File: src/pisl_pkg.sv
`timescale 1ns / 1ps

package pisl_pkg;

    // Field and datapath widths
    localparam int NOISE_W  = 8;
    localparam int SP_W     = 10;
    localparam int GAIN_W   = 16;
    localparam int CNT_W    = 16;
    localparam int Q_W      = 32;
    localparam int ERR_W    = 34;
    localparam int A_W      = 35;
    localparam int B_W      = 18;
    localparam int PROD_W   = A_W + B_W;
    localparam int SUM_W    = PROD_W + 1;
    localparam int CFG_IDX_W = 3;
    localparam int S_DATA_W = 8;
    localparam int M_DATA_W = 3 * Q_W;

    localparam int SETPOINT_INTERVAL_MS = 15000;

    // Plant and noise coefficients
    localparam logic signed [B_W-1:0] PLANT_DECAY = B_W'(63917);
    localparam logic signed [B_W-1:0] PLANT_GAIN  = B_W'(1618);
    localparam logic signed [B_W-1:0] NOISE_MUL   = B_W'(67109);
    localparam logic [GAIN_W:0]       ALPHA_ONE   = 17'h10000;

    // Round-half-up offsets and saturation limits
    localparam logic signed [SUM_W-1:0] HALF11 = SUM_W'(1024);
    localparam logic signed [SUM_W-1:0] HALF12 = SUM_W'(2048);
    localparam logic signed [SUM_W-1:0] HALF16 = SUM_W'(32768);
    localparam logic signed [SUM_W-1:0] SAT_MAX = SUM_W'(64'sh7FFFFFFF);
    localparam logic signed [SUM_W-1:0] SAT_MIN = ~SAT_MAX;

    typedef enum logic [CFG_IDX_W-1:0] {
        REG_SETPOINT_0  = 3'd0,
        REG_SETPOINT_1  = 3'd1,
        REG_SETPOINT_2  = 3'd2,
        REG_SETPOINT_3  = 3'd3,
        REG_PROP_GAIN   = 3'd4,
        REG_INTEG_GAIN  = 3'd5,
        REG_FILT_ALPHA  = 3'd6,
        REG_SAMPLE_INTV = 3'd7
    } cfg_idx_t;

    typedef enum logic [3:0] {
        ST_IDLE,
        ST_MUL_NOISE,
        ST_MUL_SP,
        ST_MUL_DECAY,
        ST_SPEED,
        ST_MUL_FA,
        ST_MUL_FB,
        ST_FILT,
        ST_ERR,
        ST_MUL_KI,
        ST_MUL_KP,
        ST_CTRL,
        ST_DONE
    } state_t;

    typedef enum logic [2:0] {
        MUL_NONE,
        MUL_NOISE,
        MUL_SP,
        MUL_DECAY,
        MUL_FA,
        MUL_FB,
        MUL_KI,
        MUL_KP
    } mul_sel_t;

    typedef enum logic [3:0] {
        ALU_NONE,
        ALU_NOISE,
        ALU_ADD,
        ALU_SPEED,
        ALU_LOAD,
        ALU_FILT,
        ALU_ERR,
        ALU_INTEG,
        ALU_CTRL
    } alu_op_t;

    typedef struct packed {
        mul_sel_t   mul_sel;
        alu_op_t    alu_op;
        logic       ld_noise;
        logic [1:0] sp_index;
    } cmd_t;

    typedef struct packed {
        logic [3:0][SP_W-1:0] setpoint;
        logic [GAIN_W-1:0]    prop_gain;
        logic [GAIN_W-1:0]    integ_gain_dt;
        logic [GAIN_W-1:0]    filter_alpha;
        logic [CNT_W-1:0]     sample_interval_ms;
    } cfg_t;

    function automatic logic signed [Q_W-1:0] sat32(input logic signed [SUM_W-1:0] v);
        logic signed [Q_W-1:0] r;
        if (v > SAT_MAX) begin
            r = SAT_MAX[Q_W-1:0];
        end else if (v < SAT_MIN) begin
            r = SAT_MIN[Q_W-1:0];
        end else begin
            r = v[Q_W-1:0];
        end
        return r;
    endfunction

endpackage

File: src/pisl_ctrl.sv
`timescale 1ns / 1ps

module pisl_ctrl import pisl_pkg::*; (
    input  logic             aclk,
    input  logic             aresetn,
    input  logic             s_tvalid,
    output logic             s_tready,
    input  logic [CNT_W-1:0] sample_interval_ms,
    input  logic             out_free,
    output logic             out_load,
    output cmd_t             cmd
);

    state_t           state_reg, state_next;
    logic [CNT_W-1:0] smp_cnt_reg, smp_cnt_next;
    logic [CNT_W-1:0] spt_cnt_reg, spt_cnt_next;
    logic [1:0]       sp_idx_reg, sp_idx_next;

    logic             accept;
    logic             fire;
    logic             spt_wrap;
    logic [CNT_W:0]   smp_inc;
    logic [CNT_W:0]   spt_inc;
    logic [CNT_W-1:0] interval;

    assign accept = s_tvalid && s_tready;

    // Tick counters
    always_comb begin
        interval = (sample_interval_ms == '0) ? CNT_W'(1) : sample_interval_ms;
        smp_inc  = {1'b0, smp_cnt_reg} + (CNT_W+1)'(1);
        spt_inc  = {1'b0, spt_cnt_reg} + (CNT_W+1)'(1);
        fire     = smp_inc >= {1'b0, interval};
        spt_wrap = spt_inc >= (CNT_W+1)'(SETPOINT_INTERVAL_MS);

        smp_cnt_next = smp_cnt_reg;
        spt_cnt_next = spt_cnt_reg;
        sp_idx_next  = sp_idx_reg;
        if (accept) begin
            smp_cnt_next = fire ? '0 : smp_inc[CNT_W-1:0];
            if (spt_wrap) begin
                spt_cnt_next = '0;
                sp_idx_next  = sp_idx_reg + 2'd1;
            end else begin
                spt_cnt_next = spt_inc[CNT_W-1:0];
            end
        end
    end

    always_comb begin
        state_next = state_reg;
        case (state_reg)
            ST_IDLE:      if (accept && fire) state_next = ST_MUL_NOISE;
            ST_MUL_NOISE: state_next = ST_MUL_SP;
            ST_MUL_SP:    state_next = ST_MUL_DECAY;
            ST_MUL_DECAY: state_next = ST_SPEED;
            ST_SPEED:     state_next = ST_MUL_FA;
            ST_MUL_FA:    state_next = ST_MUL_FB;
            ST_MUL_FB:    state_next = ST_FILT;
            ST_FILT:      state_next = ST_ERR;
            ST_ERR:       state_next = ST_MUL_KI;
            ST_MUL_KI:    state_next = ST_MUL_KP;
            ST_MUL_KP:    state_next = ST_CTRL;
            ST_CTRL:      state_next = ST_DONE;
            ST_DONE:      if (out_free) state_next = ST_IDLE;
            default:      state_next = ST_IDLE;
        endcase
    end

    always_comb begin
        s_tready     = 1'b0;
        out_load     = 1'b0;
        cmd.mul_sel  = MUL_NONE;
        cmd.alu_op   = ALU_NONE;
        cmd.ld_noise = 1'b0;
        cmd.sp_index = sp_idx_reg;
        case (state_reg)
            ST_IDLE: begin
                s_tready     = 1'b1;
                cmd.ld_noise = s_tvalid && fire;
            end
            ST_MUL_NOISE: cmd.mul_sel = MUL_NOISE;
            ST_MUL_SP: begin
                cmd.mul_sel = MUL_SP;
                cmd.alu_op  = ALU_NOISE;
            end
            ST_MUL_DECAY: begin
                cmd.mul_sel = MUL_DECAY;
                cmd.alu_op  = ALU_ADD;
            end
            ST_SPEED:  cmd.alu_op = ALU_SPEED;
            ST_MUL_FA: cmd.mul_sel = MUL_FA;
            ST_MUL_FB: begin
                cmd.mul_sel = MUL_FB;
                cmd.alu_op  = ALU_LOAD;
            end
            ST_FILT:   cmd.alu_op = ALU_FILT;
            ST_ERR:    cmd.alu_op = ALU_ERR;
            ST_MUL_KI: cmd.mul_sel = MUL_KI;
            ST_MUL_KP: begin
                cmd.mul_sel = MUL_KP;
                cmd.alu_op  = ALU_INTEG;
            end
            ST_CTRL:   cmd.alu_op = ALU_CTRL;
            ST_DONE:   out_load = out_free;
            default: begin
                s_tready = 1'b0;
            end
        endcase
    end

    always_ff @(posedge aclk) begin
        if (!aresetn) begin
            state_reg   <= ST_IDLE;
            smp_cnt_reg <= '0;
            spt_cnt_reg <= '0;
            sp_idx_reg  <= '0;
        end else begin
            state_reg   <= state_next;
            smp_cnt_reg <= smp_cnt_next;
            spt_cnt_reg <= spt_cnt_next;
            sp_idx_reg  <= sp_idx_next;
        end
    end

endmodule

File: src/pisl_datapath.sv
`timescale 1ns / 1ps

module pisl_datapath import pisl_pkg::*; (
    input  logic                      aclk,
    input  logic                      aresetn,
    input  cmd_t                      cmd,
    input  cfg_t                      cfg,
    input  logic signed [NOISE_W-1:0] noise_in,
    output logic signed [Q_W-1:0]     speed_o,
    output logic signed [Q_W-1:0]     filtered_o,
    output logic signed [Q_W-1:0]     control_o
);

    logic signed [Q_W-1:0]     speed_reg, speed_next;
    logic signed [Q_W-1:0]     filtered_reg, filtered_next;
    logic signed [Q_W-1:0]     integral_reg, integral_next;
    logic signed [Q_W-1:0]     ctrl_reg, ctrl_next;
    logic signed [ERR_W-1:0]   err_reg, err_next;
    logic signed [SUM_W-1:0]   acc_reg, acc_next;
    logic signed [PROD_W-1:0]  prod_reg, prod_next;
    logic signed [NOISE_W-1:0] noise_reg;

    logic [SP_W-1:0]         sp;
    logic signed [A_W-1:0]   mul_a;
    logic signed [B_W-1:0]   mul_b;
    logic signed [SUM_W-1:0] prod_x;
    logic signed [SUM_W-1:0] integ_x;
    logic signed [SUM_W-1:0] rnd11, rnd12, rnd16;
    logic signed [SUM_W-1:0] filt_sum;
    logic [GAIN_W:0]         alpha_rest;

    assign sp         = cfg.setpoint[cmd.sp_index];
    assign alpha_rest = ALPHA_ONE - {1'b0, cfg.filter_alpha};

    // Shared multiplier operand select
    always_comb begin
        mul_a = '0;
        mul_b = '0;
        case (cmd.mul_sel)
            MUL_NOISE: begin
                mul_a = A_W'(noise_reg);
                mul_b = NOISE_MUL;
            end
            MUL_SP: begin
                mul_a = $signed({{(A_W-SP_W){1'b0}}, sp});
                mul_b = PLANT_GAIN;
            end
            MUL_DECAY: begin
                mul_a = A_W'(speed_reg);
                mul_b = PLANT_DECAY;
            end
            MUL_FA: begin
                mul_a = A_W'(speed_reg);
                mul_b = $signed({2'b00, cfg.filter_alpha});
            end
            MUL_FB: begin
                mul_a = A_W'(filtered_reg);
                mul_b = $signed({1'b0, alpha_rest});
            end
            MUL_KI: begin
                mul_a = A_W'(err_reg);
                mul_b = $signed({2'b00, cfg.integ_gain_dt});
            end
            MUL_KP: begin
                mul_a = A_W'(err_reg);
                mul_b = $signed({2'b00, cfg.prop_gain});
            end
            default: begin
                mul_a = '0;
                mul_b = '0;
            end
        endcase
        prod_next = mul_a * mul_b;
    end

    always_comb begin
        prod_x   = SUM_W'(prod_reg);
        integ_x  = SUM_W'(integral_reg);
        rnd11    = (prod_x + HALF11) >>> 11;
        rnd12    = (prod_x + HALF12) >>> 12;
        rnd16    = (prod_x + HALF16) >>> 16;
        filt_sum = (acc_reg + prod_x + HALF16) >>> 16;

        acc_next      = acc_reg;
        speed_next    = speed_reg;
        filtered_next = filtered_reg;
        integral_next = integral_reg;
        err_next      = err_reg;
        ctrl_next     = ctrl_reg;
        case (cmd.alu_op)
            ALU_NOISE: acc_next = rnd11;
            ALU_ADD:   acc_next = acc_reg + prod_x;
            ALU_SPEED: speed_next = sat32(acc_reg + rnd16);
            ALU_LOAD:  acc_next = prod_x;
            ALU_FILT:  filtered_next = sat32(filt_sum);
            ALU_ERR:   err_next = ERR_W'($signed({2'b00, sp, 16'h0000})) - ERR_W'(filtered_reg);
            ALU_INTEG: integral_next = sat32(integ_x + rnd16);
            ALU_CTRL:  ctrl_next = sat32(rnd12 + integ_x);
            default:   acc_next = acc_reg;
        endcase
    end

    always_ff @(posedge aclk) begin
        if (!aresetn) begin
            speed_reg    <= '0;
            filtered_reg <= '0;
            integral_reg <= '0;
        end else begin
            speed_reg    <= speed_next;
            filtered_reg <= filtered_next;
            integral_reg <= integral_next;
        end
    end

    always_ff @(posedge aclk) begin
        acc_reg  <= acc_next;
        err_reg  <= err_next;
        ctrl_reg <= ctrl_next;
        if (cmd.mul_sel != MUL_NONE) begin
            prod_reg <= prod_next;
        end
        if (cmd.ld_noise) begin
            noise_reg <= noise_in;
        end
    end

    assign speed_o    = speed_reg;
    assign filtered_o = filtered_reg;
    assign control_o  = ctrl_reg;

endmodule

File: src/pi_speed_loop_with_plant_model_unit.sv
`timescale 1ns / 1ps

// Channel  Dir  Payload (low bit up)                                   Handshake
// s_       in   tdata[7:0] noise_hundredths                            s_tvalid/s_tready
// m_       out  tdata plant_speed, filtered_speed, control_output      m_tvalid/m_tready
// cfg_     in   cfg_index register, cfg_data value                     cfg_valid/cfg_ready
//
// A tick that does not reach the sample interval only advances the counters.
// A sample tick runs eleven steps of the shared 35x18 multiplier
// and its accumulator, then a hand-off into the output register.
// The output register frees the datapath: new ticks are taken while a result waits.
// Reset (aresetn low, synchronous) clears counters and loop state and sets config registers to defaults.
// A stalled m_ side holds the block only when a second result is ready.

module pi_speed_loop_with_plant_model_unit import pisl_pkg::*; (
    input  logic                 aclk,
    input  logic                 aresetn,
    input  logic                 s_tvalid,
    output logic                 s_tready,
    input  logic [S_DATA_W-1:0]  s_tdata,    // [7:0] noise_hundredths
    output logic                 m_tvalid,
    input  logic                 m_tready,
    output logic [M_DATA_W-1:0]  m_tdata,    // [31:0] plant_speed, [63:32] filtered_speed,
                                             // [95:64] control_output
    input  logic                 cfg_valid,
    output logic                 cfg_ready,
    input  logic [CFG_IDX_W-1:0] cfg_index,
    input  logic [GAIN_W-1:0]    cfg_data
);

    cfg_t                  cfg_reg, cfg_next;
    logic                  out_valid_reg, out_valid_next;
    logic [M_DATA_W-1:0]   out_data_reg;
    logic                  out_free;
    logic                  out_load;
    cmd_t                  cmd;
    logic signed [Q_W-1:0] speed, filtered, control;

    assign cfg_ready = 1'b1;

    always_comb begin
        cfg_next = cfg_reg;
        if (cfg_valid) begin
            case (cfg_idx_t'(cfg_index))
                REG_SETPOINT_0:  cfg_next.setpoint[0] = cfg_data[SP_W-1:0];
                REG_SETPOINT_1:  cfg_next.setpoint[1] = cfg_data[SP_W-1:0];
                REG_SETPOINT_2:  cfg_next.setpoint[2] = cfg_data[SP_W-1:0];
                REG_SETPOINT_3:  cfg_next.setpoint[3] = cfg_data[SP_W-1:0];
                REG_PROP_GAIN:   cfg_next.prop_gain = cfg_data;
                REG_INTEG_GAIN:  cfg_next.integ_gain_dt = cfg_data;
                REG_FILT_ALPHA:  cfg_next.filter_alpha = cfg_data;
                REG_SAMPLE_INTV: cfg_next.sample_interval_ms = cfg_data;
                default:         cfg_next = cfg_reg;
            endcase
        end
    end

    always_ff @(posedge aclk) begin
        if (!aresetn) begin
            cfg_reg.setpoint[0]        <= SP_W'(100);
            cfg_reg.setpoint[1]        <= SP_W'(110);
            cfg_reg.setpoint[2]        <= SP_W'(100);
            cfg_reg.setpoint[3]        <= SP_W'(90);
            cfg_reg.prop_gain          <= GAIN_W'(22118);
            cfg_reg.integ_gain_dt      <= GAIN_W'(5898);
            cfg_reg.filter_alpha       <= GAIN_W'(3277);
            cfg_reg.sample_interval_ms <= CNT_W'(50);
        end else begin
            cfg_reg <= cfg_next;
        end
    end

    pisl_ctrl u_ctrl (
        .aclk               (aclk),
        .aresetn            (aresetn),
        .s_tvalid           (s_tvalid),
        .s_tready           (s_tready),
        .sample_interval_ms (cfg_reg.sample_interval_ms),
        .out_free           (out_free),
        .out_load           (out_load),
        .cmd                (cmd)
    );

    pisl_datapath u_datapath (
        .aclk       (aclk),
        .aresetn    (aresetn),
        .cmd        (cmd),
        .cfg        (cfg_reg),
        .noise_in   ($signed(s_tdata[NOISE_W-1:0])),
        .speed_o    (speed),
        .filtered_o (filtered),
        .control_o  (control)
    );

    // Output register: take a new result when empty or being drained
    assign out_free = !out_valid_reg || m_tready;

    always_comb begin
        out_valid_next = out_valid_reg;
        if (out_load) begin
            out_valid_next = 1'b1;
        end else if (m_tready) begin
            out_valid_next = 1'b0;
        end
    end

    always_ff @(posedge aclk) begin
        if (!aresetn) begin
            out_valid_reg <= 1'b0;
        end else begin
            out_valid_reg <= out_valid_next;
        end
    end

    always_ff @(posedge aclk) begin
        if (out_load) begin
            out_data_reg <= {control, filtered, speed};
        end
    end

    assign m_tvalid = out_valid_reg;
    assign m_tdata  = out_data_reg;

endmodule

File: config.mk
export PLATFORM = sky130hd
export DESIGN_NAME = pi_speed_loop_with_plant_model_unit
export DESIGN_NICKNAME = d
export VERILOG_FILES = /design/src/pisl_pkg.sv /design/src/pisl_ctrl.sv /design/src/pisl_datapath.sv /design/src/pi_speed_loop_with_plant_model_unit.sv
export SDC_FILE = /design/constraint.sdc
export NUM_CORES = 2
export LEC_CHECK = 0
export BUFFER_PORTS_ARGS = -buffer_cell sky130_fd_sc_hd__buf_4
export CAP_MARGIN = 20
export CORE_ASPECT_RATIO = 0.5
export CORE_MARGIN = 2
export CORE_UTILIZATION = 60
export DETAILED_ROUTE_END_ITERATION = 16
export GPL_TIMING_DRIVEN = 0
export HOLD_SLACK_MARGIN = 0.15
export PLACE_DENSITY_LB_ADDON = 0.05
export SETUP_SLACK_MARGIN = 0.02
export SLEW_MARGIN = 30
export SYNTH_ARGS = -nofsm -noshare
export SYNTH_HDL_FRONTEND = slang
export SYNTH_SLANG_ARGS = --single-unit
File: constraint.sdc
create_clock -name aclk -period 13.7 [get_ports aclk]
set_input_delay 0.685 -clock aclk [delete_from_list [all_inputs] [get_ports aclk]]
set_output_delay 0.685 -clock aclk [all_outputs]
set_load 0.02 [all_outputs]
==> flow_summary.yaml <==
status:
  status: "complete, no violations"
logic_synthesis:
  gate_count_after_technology_mapping: 6175
  synth.most_common_cell: "nand2_1"
  top_flip_flop_cell_by_instance_count_after_synthesis: "edfxtp_1"
  synth_edf_count: 276
  synth_fp_nets: 7097
  async_sr_flop_fraction_pct: 0
  synth.top_cells.by_count: "nand2_1, inv_1, fa_1, nor2_1, a21oi_1"
  synth_largest_type_area_fraction_pct: 20.32
  yosys.cell_types.count: 119
  synthTopCellsByArea: "fa_1, edfxtp_1, dfxtp_1"
  yosys_warnings: 0
  ys_seq_area_share_pct: 24.26
  yosys.area.top_type: "fa_1"
  netlist_area_um2: 53880
  ys_ff_latch: 515
  syn_avg_cell_area_um2: 8.725
power_and_ir_drop:
  static-leakage-power_nw: 25.76
  power_density_nw_per_um2: 75.92
  post-layout-total-power_mw: 4.426
  vdd.ir_drop.worst_mv: 0.09522
timing:
  sum_of_negative_setup_slack_ns: 0
  rsz0062_at_grt: "false"
  postLayoutSetupSlackWorst_ns: 0.6558
  hold_viol: 0
  skew_ns: 0.03283
  final_max_slew_viol_count: 0
  finalSetupViolCount: 0
  fin_crit_ns: 13.04
  max_slew.worst_pin.slew_ns: 1.078
  finalCritPeriodShare_pct: 95.21
  max-slew-margin-rel_pct: 28.12
  fmaxAchievable_mhz: 76.66
die:
  initial_cell_density_of_the_core_pct: 60.79
  floorplan.die_area_um2: 92350
  die_h_um: 215.9
  design.portCount: 131
  core_area_um2: 88640
  row_count: 77
  floorplan.die.width_um: 427.8
detailed_routing:
  postRouteAntennaNets: 0
  wire_length_per_cell_um: 25.25
  vias: 48370
  initialDrtViolationCount: 6030
  route.detailed.drc: 0
  wirelength_mm: 192.0
  vias_per_cell: 6.362
  firstDrtPassIters: 10
layout:
  post_route_cells_drive_above_1_share_pct: 6.253
  area_growth_syn_to_layout_pct: 8.221
  finalNetCount: 7296
  max_ffs_per_register: 104
place:
  buffer_ports.inserted: 116
  gp_congestion: 1.069
  detailed_place_hpwl_mm: 157.1
  preCtsSetupSlack_ns: 1.202
cts:
  cts_tree: "built"
  cts_num_sinks: 515
  cts.hold.buffers_added: 0
  postCtsResizedCells: 0
  clkSlewWorstSetupHoldPaths_ns: 0.07
  worst_skew_pair.late_latency_ns: 0.68
  ctsRootBufferMaster: "clkbuf_16"
  cts_buffer_depth: 3
  post_cts.repair.setup_buffers: 0
  htreeDepth: 2
  inserted_clock_buffers: 49
global_routing:
  grt-ovfl-total: 0
  groute.usage.overall_pct: 41.43
  global_routing_usage_on_met3_pct: 12.30
  first_pass_grt_wire_length_mm: 286.1
  global_route.usage.met2_pct: 62.84
  gr-usage-met1_pct: 55.38
  antenna_found_initial: 7
  grt-busiest-layer: "met2"
  first_global_vias: 47310
  grt_max_degree: 22
critical_path:
  worstPathMaxFanout: 10
  worst-setup-path-type: "register to register"
  critical_path.most_common_cell: "fa_1"
  worst_path_largest_cell_delay_ns: 0.79
  setup.worst_path.start_class: "register"
  setup.worst_path.end_class: "register"
  worst_ep_required_time_ns: 14.05
  worst_ep_arrival_time_ns: 13.39
  slowest_stage: "clkbuf_1"
job:
  max_cap_violations: 0
worst_hold_path:
  holdCritPathClass: "input port to register"
==> path summary, 6_finish.rpt <==
path | start | to | slack (ns) | depth (start not counted)
max | u_ctrl.state_reg[1]$_SDFFE_PN0P_ | u_datapath.prod_reg[50]$_DFFE_PP_ | 0.66 | 34
min | s_tdata[2] | u_datapath.noise_reg[2]$_DFFE_PP_ | 0.20 | 1
max reg2reg | u_ctrl.state_reg[1]$_SDFFE_PN0P_ | u_datapath.prod_reg[50]$_DFFE_PP_ | 0.66 | 34
min reg2reg | u_datapath.control_o[17]$_SDFFCE_PN1N_ | m_tdata[81]$_DFFE_PP_ | 0.41 | 0
==> report_power, final <==
group	switching (mW)	leakage (nW)	internal [mW]
combinational	0.876	20.5	0.400
sequential	0.0560	4.51	1.67
clock	0.697	0.780	0.730
==> final cells by class <==
class | instances | area (um2)
multi-input cells | 4617 | 36830
fillers | 7327 | 30330
flip-flops and latches | 515 | 13070
inverters | 739 | 2774
well taps | 1185 | 1483
plain buffers | 304 | 1348
clock buffers | 59 | 1304
repair buffers | 148 | 1190
clock inverters | 31 | 291.5
diodes | 5 | 12.51
==> cell usage in the layout (no fill, tap or decap), types with 17 or more instances in the layout <==
cell         n
o21ai_0    244
and3_1      36
o21a_1      49
a221o_1     51
a32o_1      17
buf_2       28
nor2_1     538
nor2b_1     37
xor2_1     152
nor3_1      81
o21bai_1    40
o31ai_1     19
a211oi_1    19
edfxtp_1   276
a31oi_1     23
and2_1      45
buf_4      128
nand2b_1    45
clkbuf_16   49
dfxtp_1    238
inv_1      739
clkbuf_1   242
nor4_1      23
nand2_1    871
or2_2       22
o221ai_1    28
ha_1       343
a21o_1     150
o2bb2ai_1   24
a21oi_1    359
xnor2_1    242
a221oi_1    39
nand4_1     75
o211ai_1    21
or3_1       30
fa_1       547
nand3_1    151
a22oi_1     17
==> routing by layer <==
metal / vias up / part of all wire, %
met3: 534 / 13
met2: 3005 / 43
li1: 21290 / -
met4: 2 / 4.8
met1: 23540 / 39
met5: - / 0.14
==> cells by family (layout without fill, tap and decap cells) <==
kind of cell	count (synthesis)	after routing	share of synthesized area, %
and+or+nand+nor	2040	2040	16.92
AOI/OAI and AO/OA	1272	1272	15.85
buffers and inverters	1043	1281	7.633
adders and majority gates	890	890	28.29
DFF	515	515	24.26
xor gates and xnor gates	395	395	6.435
muxes	19	19	0.5922
other	1	6	0.006960
==> critical path, delay by kind of cell (launching register included) <==
| kind | cells | cell delay [ns] |
|---|---|---|
| AO/OA/AOI/OAI | 13 | 3.31 |
| XOR/XNOR | 1 | 0.73 |
| adder cells (fa/ha/maj) | 7 | 3.49 |
| buffers and inverters | 8 | 2.92 |
| flip-flops | 1 | 0.31 |
| AND/OR/NAND/NOR | 5 | 1.90 |
==> through the flow <==
stage	area, um2	hold WS (ns)	utilization, %	std cells
after CTS	58260	0.1864	65.73	7597
after global routing	58290	0.2008	65.77	7598
after global placement	56230	0.4030	63.44	7476
final	58310	0.2007	65.78	7603
after floorplan	53880	0.4003	-	6175
after detailed placement	56660	0.4052	63.93	7507
No activity file was read; power rests on OpenSTA's default activity.
